$ cat config.mk
export PLATFORM = sky130hd
export DESIGN_NAME = pcx_rle_scanline_decoder_unit
export DESIGN_NICKNAME = d
export VERILOG_FILES = /design/src/design/pcxrle_pkg.sv /design/src/design/pcxrle_pos_unit.sv /design/src/design/pcx_rle_scanline_decoder_unit.sv
export SDC_FILE = /design/constraint.sdc
export NUM_CORES = 1
export LEC_CHECK = 0
export BUFFER_PORTS_ARGS = -buffer_cell sky130_fd_sc_hd__buf_2
export CORE_MARGIN = 2
export CORE_UTILIZATION = 50
export DETAILED_ROUTE_END_ITERATION = 8
export PLACE_DENSITY = 0.68
export SLEW_MARGIN = 20
export SYNTH_ARGS = -nofsm -noshare
export SYNTH_HDL_FRONTEND = slang
export SYNTH_SLANG_ARGS = --single-unit
export TNS_END_PERCENT = 30
$ cat constraint.sdc
create_clock -name clk_i -period 6.3 [get_ports clk_i]
set_input_delay 1.26 -clock clk_i [delete_from_list [all_inputs] [get_ports clk_i]]
set_output_delay 1.26 -clock clk_i [all_outputs]
set_load 0.05 [all_outputs]
$ cat src/design/pcxrle_pkg.sv
package pcxrle_pkg;

  localparam int unsigned ByteW  = 8;
  localparam int unsigned PosW   = 16;
  localparam int unsigned CountW = 6;
  localparam int unsigned ClassW = 2;
  localparam int unsigned CfgIdxW = 1;

  localparam logic [ByteW-1:0]  RunMark      = 8'hC0;
  localparam logic [ByteW-1:0]  RunMask      = 8'h3F;
  localparam logic [ByteW-1:0]  DitherFirst  = 8'd224;
  localparam logic [ByteW-1:0]  TranspIndex  = 8'd255;
  localparam logic [PosW-1:0]   LineBytesRst = 16'd640;
  localparam logic [PosW-1:0]   VisWidthRst  = 16'd640;

  localparam logic [CfgIdxW-1:0] CfgLineBytes = 1'b0;
  localparam logic [CfgIdxW-1:0] CfgVisWidth  = 1'b1;

  localparam logic [ClassW-1:0] ClsNormal  = 2'd0;
  localparam logic [ClassW-1:0] ClsImplant = 2'd1;
  localparam logic [ClassW-1:0] ClsDither  = 2'd2;
  localparam logic [ClassW-1:0] ClsTransp  = 2'd3;

  localparam logic [ByteW-1:0] AlphaClear  = 8'd0;
  localparam logic [ByteW-1:0] AlphaDither = 8'd128;
  localparam logic [ByteW-1:0] AlphaOpaque = 8'd255;

  typedef struct packed {
    logic [ClassW-1:0] cls;
    logic [ByteW-1:0]  alpha;
  } pix_attr_t;

  typedef struct packed {
    logic            line_end;
    logic [PosW-1:0] next_pos;
    logic            overflow;
  } pos_res_t;

  function automatic pix_attr_t classify(input logic [ByteW-1:0] pix);
    pix_attr_t a;
    logic [3:0] row;
    row = pix[7:4];
    if (pix == TranspIndex) begin
      a.cls   = ClsTransp;
      a.alpha = AlphaClear;
    end else if ((row == 4'd0) || ((row <= 4'd3) && !pix[0])) begin
      a.cls   = ClsImplant;
      a.alpha = AlphaOpaque;
    end else if (pix >= DitherFirst) begin
      a.cls   = ClsDither;
      a.alpha = AlphaDither;
    end else begin
      a.cls   = ClsNormal;
      a.alpha = AlphaOpaque;
    end
    return a;
  endfunction

endpackage

$ cat src/design/pcxrle_pos_unit.sv
module pcxrle_pos_unit (
  input  logic [pcxrle_pkg::PosW-1:0]   pos_i,
  input  logic [pcxrle_pkg::PosW-1:0]   line_bytes_i,
  input  logic [pcxrle_pkg::CountW-1:0] count_i,
  output pcxrle_pkg::pos_res_t          res_o
);
  import pcxrle_pkg::*;

  logic [PosW:0]   pos_inc;
  logic [PosW-1:0] room;
  logic            at_end;

  // one incrementer and one subtractor shared by the check and emit steps
  assign pos_inc = {1'b0, pos_i} + {{PosW{1'b0}}, 1'b1};
  assign at_end  = pos_inc >= {1'b0, line_bytes_i};
  assign room    = line_bytes_i - pos_i;

  assign res_o.line_end = at_end;
  assign res_o.next_pos = at_end ? '0 : pos_inc[PosW-1:0];
  assign res_o.overflow = at_end ? (count_i > CountW'(1))
                                 : ({{(PosW-CountW){1'b0}}, count_i} > room);

endmodule

$ cat src/design/pcx_rle_scanline_decoder_unit.sv
// channel | direction | handshake              | payload
// in      | input     | in_valid_i/in_ready_o   | code_byte_i
// out     | output    | out_valid_o/out_ready_i | pixel_index_o .. last_o
// cfg     | input     | cfg_we_i                | cfg_idx_i, cfg_wdata_i
// a run marker byte, or a run value byte of zero count, gives no word
// a literal byte or a run value byte of nonzero count passes the check state,
// then emits one pixel word per cycle unless the output stalls
// the output register lets the next byte be taken while the final word waits
// reset clears the sequencer, run state, line position and error flag
module pcx_rle_scanline_decoder_unit (
  input  logic                            clk_i,
  input  logic                            rst_ni,
  input  logic                            cfg_we_i,
  input  logic [pcxrle_pkg::CfgIdxW-1:0]  cfg_idx_i,
  input  logic [pcxrle_pkg::PosW-1:0]     cfg_wdata_i,
  input  logic                            in_valid_i,
  output logic                            in_ready_o,
  input  logic [pcxrle_pkg::ByteW-1:0]    code_byte_i,
  output logic                            out_valid_o,
  input  logic                            out_ready_i,
  output logic [pcxrle_pkg::ByteW-1:0]    pixel_index_o,
  output logic [pcxrle_pkg::PosW-1:0]     column_o,
  output logic                            visible_o,
  output logic [pcxrle_pkg::ClassW-1:0]   pixel_class_o,
  output logic [pcxrle_pkg::ByteW-1:0]    alpha_o,
  output logic                            line_end_o,
  output logic                            overflow_error_o,
  output logic                            last_o
);
  import pcxrle_pkg::*;

  typedef enum logic [1:0] {
    S_IDLE,
    S_CHECK,
    S_EMIT
  } state_e;

  state_e            state_q;
  logic              awaiting_q;
  logic [CountW-1:0] pending_q;
  logic [PosW-1:0]   pos_q;
  logic              err_q;
  logic [ByteW-1:0]  pix_q;
  logic [CountW-1:0] rem_q;
  logic [PosW-1:0]   line_bytes_q;
  logic [PosW-1:0]   vis_width_q;

  logic              out_valid_q;
  logic [ByteW-1:0]  out_pix_q;
  logic [PosW-1:0]   out_col_q;
  logic              out_vis_q;
  pix_attr_t         out_attr_q;
  logic              out_end_q;
  logic              out_err_q;
  logic              out_last_q;

  pos_res_t  pos_res;
  pix_attr_t attr;
  logic      in_fire;
  logic      out_load;
  logic      is_marker;
  logic      final_word;

  pcxrle_pos_unit u_pos (
    .pos_i        (pos_q),
    .line_bytes_i (line_bytes_q),
    .count_i      (rem_q),
    .res_o        (pos_res)
  );

  assign attr       = classify(pix_q);
  assign in_ready_o = (state_q == S_IDLE);
  assign in_fire    = in_valid_i && in_ready_o;
  assign is_marker  = ((code_byte_i & RunMark) == RunMark);
  assign out_load   = (state_q == S_EMIT) && (!out_valid_q || out_ready_i);
  assign final_word = pos_res.line_end || (rem_q == CountW'(1));

  always_ff @(posedge clk_i or negedge rst_ni) begin
    if (!rst_ni) begin
      state_q      <= S_IDLE;
      awaiting_q   <= 1'b0;
      pending_q    <= '0;
      pos_q        <= '0;
      err_q        <= 1'b0;
      rem_q        <= '0;
      line_bytes_q <= LineBytesRst;
      vis_width_q  <= VisWidthRst;
      out_valid_q  <= 1'b0;
    end else begin
      if (cfg_we_i) begin
        case (cfg_idx_i)
          CfgLineBytes: line_bytes_q <= cfg_wdata_i;
          CfgVisWidth:  vis_width_q  <= cfg_wdata_i;
          default: ;
        endcase
      end
      if (out_valid_q && out_ready_i && !out_load) begin
        out_valid_q <= 1'b0;
      end
      case (state_q)
        S_IDLE: begin
          if (in_fire) begin
            if (awaiting_q) begin
              awaiting_q <= 1'b0;
              pending_q  <= '0;
              rem_q      <= pending_q;
              if (pending_q != '0) begin
                state_q <= S_CHECK;
              end
            end else if (is_marker) begin
              awaiting_q <= 1'b1;
              pending_q  <= CountW'(code_byte_i & RunMask);
            end else begin
              rem_q   <= CountW'(1);
              state_q <= S_CHECK;
            end
          end
        end
        S_CHECK: begin
          if (pos_res.overflow) begin
            err_q <= 1'b1;
          end
          state_q <= S_EMIT;
        end
        S_EMIT: begin
          if (out_load) begin
            out_valid_q <= 1'b1;
            pos_q       <= pos_res.next_pos;
            rem_q       <= rem_q - CountW'(1);
            if (final_word) begin
              state_q <= S_IDLE;
            end
          end
        end
        default: state_q <= S_IDLE;
      endcase
    end
  end

  // payload registers
  always_ff @(posedge clk_i) begin
    if (in_fire) begin
      pix_q <= code_byte_i;
    end
    if (out_load) begin
      out_pix_q  <= pix_q;
      out_col_q  <= pos_q;
      out_vis_q  <= (pos_q < vis_width_q);
      out_attr_q <= attr;
      out_end_q  <= pos_res.line_end;
      out_err_q  <= err_q;
      out_last_q <= final_word;
    end
  end

  assign out_valid_o      = out_valid_q;
  assign pixel_index_o    = out_pix_q;
  assign column_o         = out_col_q;
  assign visible_o        = out_vis_q;
  assign pixel_class_o    = out_attr_q.cls;
  assign alpha_o          = out_attr_q.alpha;
  assign line_end_o       = out_end_q;
  assign overflow_error_o = out_err_q;
  assign last_o           = out_last_q;

endmodule

==> out/metrics.cfg <==
[status]
status=completed

[yosys]
yosysWarnings=0
synthDominantCellAreaShare=0.251
netlist_instances=601
yosysSeqAreaShare=0.465
async_reset_ff_frac=0.619
synth_top_family_by_area=compound AO/OA/AOI/OAI gates
syn-num-nets=687
yosysTopAreaCell=dfrtp_1
synth_most_common_cell=nand2_1
synth-simple-area-share=0.135
yosys_register_bits=105
synth_edf_count=40
yosys-top-cells-area=dfrtp_1 25%, edfxtp_1 20%, ha_1 11%, o21ai_0 4.2%, nand2_1 3.9%
synth_compound_area_frac=0.167
postSynthAreaPerCell_um2=10.1
synthXorXnorAreaFrac=0.0273
synth-main-ff-cell=dfrtp_1
synthMuxAreaShare=0.0331
netlist_top_cells_count=64 x nand2_1, 61 x dfrtp_1, 57 x inv_1
synthDistinctLibCells=68
synth_area_mm2=0.00609
synth_fa_ha_area_frac=0.116

[layout]
fin_area_mm2=0.00679
fin_nets=745
n_antenna_cell=0
instances_no_fill=811
drive_above_1_share=0.169
areaGrowthSynthToFinish_pct=11.5

[die]
core_mm2=0.0120
rows=40
pin_count=70
die-area_mm2=0.0131
die_h_um=114
initial_core_util=0.509
die_w_um=114

[power_and_ir_drop]
power.density_mw_per_mm2=421
p_leak_nw=3.06
peakVddDrop_uv=191

[route]
firstDrtPassIters=5
ant_nets=0
routed_wirelength_um=13700
drt-initial-drc-count=342
via_count=4624
viasPerCell=5.70
routedWlPerCell_um=16.9
drc_errors=0

[setup_path]
rrSetupSlack_ps=2080
critPathLaunchType=flop
arrival_ps=4460
worstPathMaxFanout=20
reg2reg_from=pos_q[0]
reg2reg_to=pos_q[5]
crit_type=reg2reg
r2r_cells=12
crit_path_end_kind=flop
required_ps=6530

[clock_network]
clkTransAtPathRegs_ps=60
post_cts_buffers=0
cts_inserted_buffers=9
insertion_delay_ps=350
clockBufferDepth=2
cts_htree_levels=3
cts_resized=0
cts_hold_buf=0
root_buffer=clkbuf_16
cts_tree=built
clock-sinks=105

[min_path]
holdPathStages=0
min_path_type=reg2reg
min_from=pix_q[2]
hold-path-endpoint=pixel_index_o[2]

[timing]
layout_min_cycle_time_ps=4220
maxSlewViolCount=0
relSlewSlack=0.332
fmax_ghz=0.237
finalSetupViolations=0
worst_clock_skew_ps=9.60
finalWorstSetupSlack_ps=2080
min_period_over_period=0.671
final.setup.tns_ps=0
rsz0062_at_grt=false
hold_viol=0
worstMarginPinSlew_ps=999

[job]
drv_cap=0

[global_route]
grt_pass1_wl_um=22800
antenna_found_initial=0
grt_use_total=0.222
grt_max_degree=66
grt_pass1_vias=4508
overflow=0

[place]
hpwl_um=10100
port_buffers=69
dp.cells=795
placed_cell_area_mm2=0.00650
place_ws_ps=2130
gp_congestion=0.943

sequential cells by signal, summed over array words and instances, names as in the netlist:
register / cells
out_valid_o: 1
last_o: 1
line_bytes_q: 16
overflow_error_o: 1
state_q: 2
pix_q: 8
pixel_class_o: 2
err_q: 1
pixel_index_o: 8
alpha_o: 2
rem_q: 6
column_o: 16
pos_q: 16
line_end_o: 1
vis_width_q: 16
pending_q: 6
awaiting_q: 1
visible_o: 1
layout by cell type, fill, tap and decap left out, types with 5 or more instances in the layout:
master,instances
nand2_1,64
a22oi_1,5
nor2_1,24
nand3_1,14
o22ai_1,8
xnor2_1,13
o31ai_1,6
a21o_1,11
o21ai_0,51
ha_1,55
inv_1,56
buf_2,69
nand4_1,9
mux2_2,17
edfxtp_1,40
nor3_1,12
o21a_1,11
nor2b_1,6
xor2_1,6
nand2b_1,12
dfrtp_1,61
clkbuf_16,10
a21oi_1,24
worst max-delay path, cell delays in order, from the launching register on:
cell and delay (ps):
dfrtp_1 490, ha_1 300, nand3_2 150, or4_1 680
nor3_1 220, xnor2_1 180, ha_1 290, nand4_1 120
inv_1 50, a221oi_1 330, o211ai_2 460, nand2b_1 490
o41ai_1 350
cell families after synthesis:
logic type,Yosys count
mux,18
compound gates,155
fa+ha+maj,56
simple gates,168
flops,105
buf+inv,80
xor+xnor,19
power by group:
group          total (mW)  switching (mW)  leakage, nW  internal [mW]
logic                1.28           0.840         1.75          0.436
clock network       0.539           0.237        0.142          0.302
registers            1.04           0.133         1.17          0.909
total                2.86            1.21         3.06           1.65
area by class of cell:
class                           instances  area [um2]
Sequential cell                       105        2830
Multi-Input combinational cell        416        2920
Clock inverter                          2        10.0
Fill cell                            1025        5170
Timing Repair Buffer                   70         353
Clock buffer                           14         275
Inverter                               57         214
Tap cell                              147         184
per-layer routing:
layer / share of wire / vias up / GRT usage / wire length [um]
li1: - / 2280 / - / -
met1: 0.47 / 2233 / 0.302 / 6430
met2: 0.48 / 100 / 0.361 / 6600
met3: 0.037 / 11 / 0.0450 / 507
met4: 0.012 / 0 / 0.0642 / 161
met5: 0 / - / 0 / 0
per-stage QoR:
step,total power [mW],hold slack [ps],utilization
3_5_place_dp,2.32,429,0.543
2_1_floorplan,2.01,418,-
5_1_grt,3.05,447,0.568
3_3_place_gp,2.29,426,0.543
4_1_cts,2.87,441,0.567
6_report,2.86,439,0.568
how the worst max path moves through the flow:
stage                 end         from  slack, ps  cells past startpoint
2_1_floorplan  alpha_o[6]  out_ready_i       3080                      4
3_5_place_dp     pos_q[6]     pos_q[0]       2130                     12
6_report         pos_q[5]     pos_q[0]       2080                     12
4_1_cts          pos_q[5]     pos_q[0]       2080                     12
3_3_place_gp     pos_q[5]     pos_q[0]       2330                     12
5_1_grt          pos_q[6]     pos_q[0]       1790                     12
Note: power is estimated with default switching activity, not from simulation.
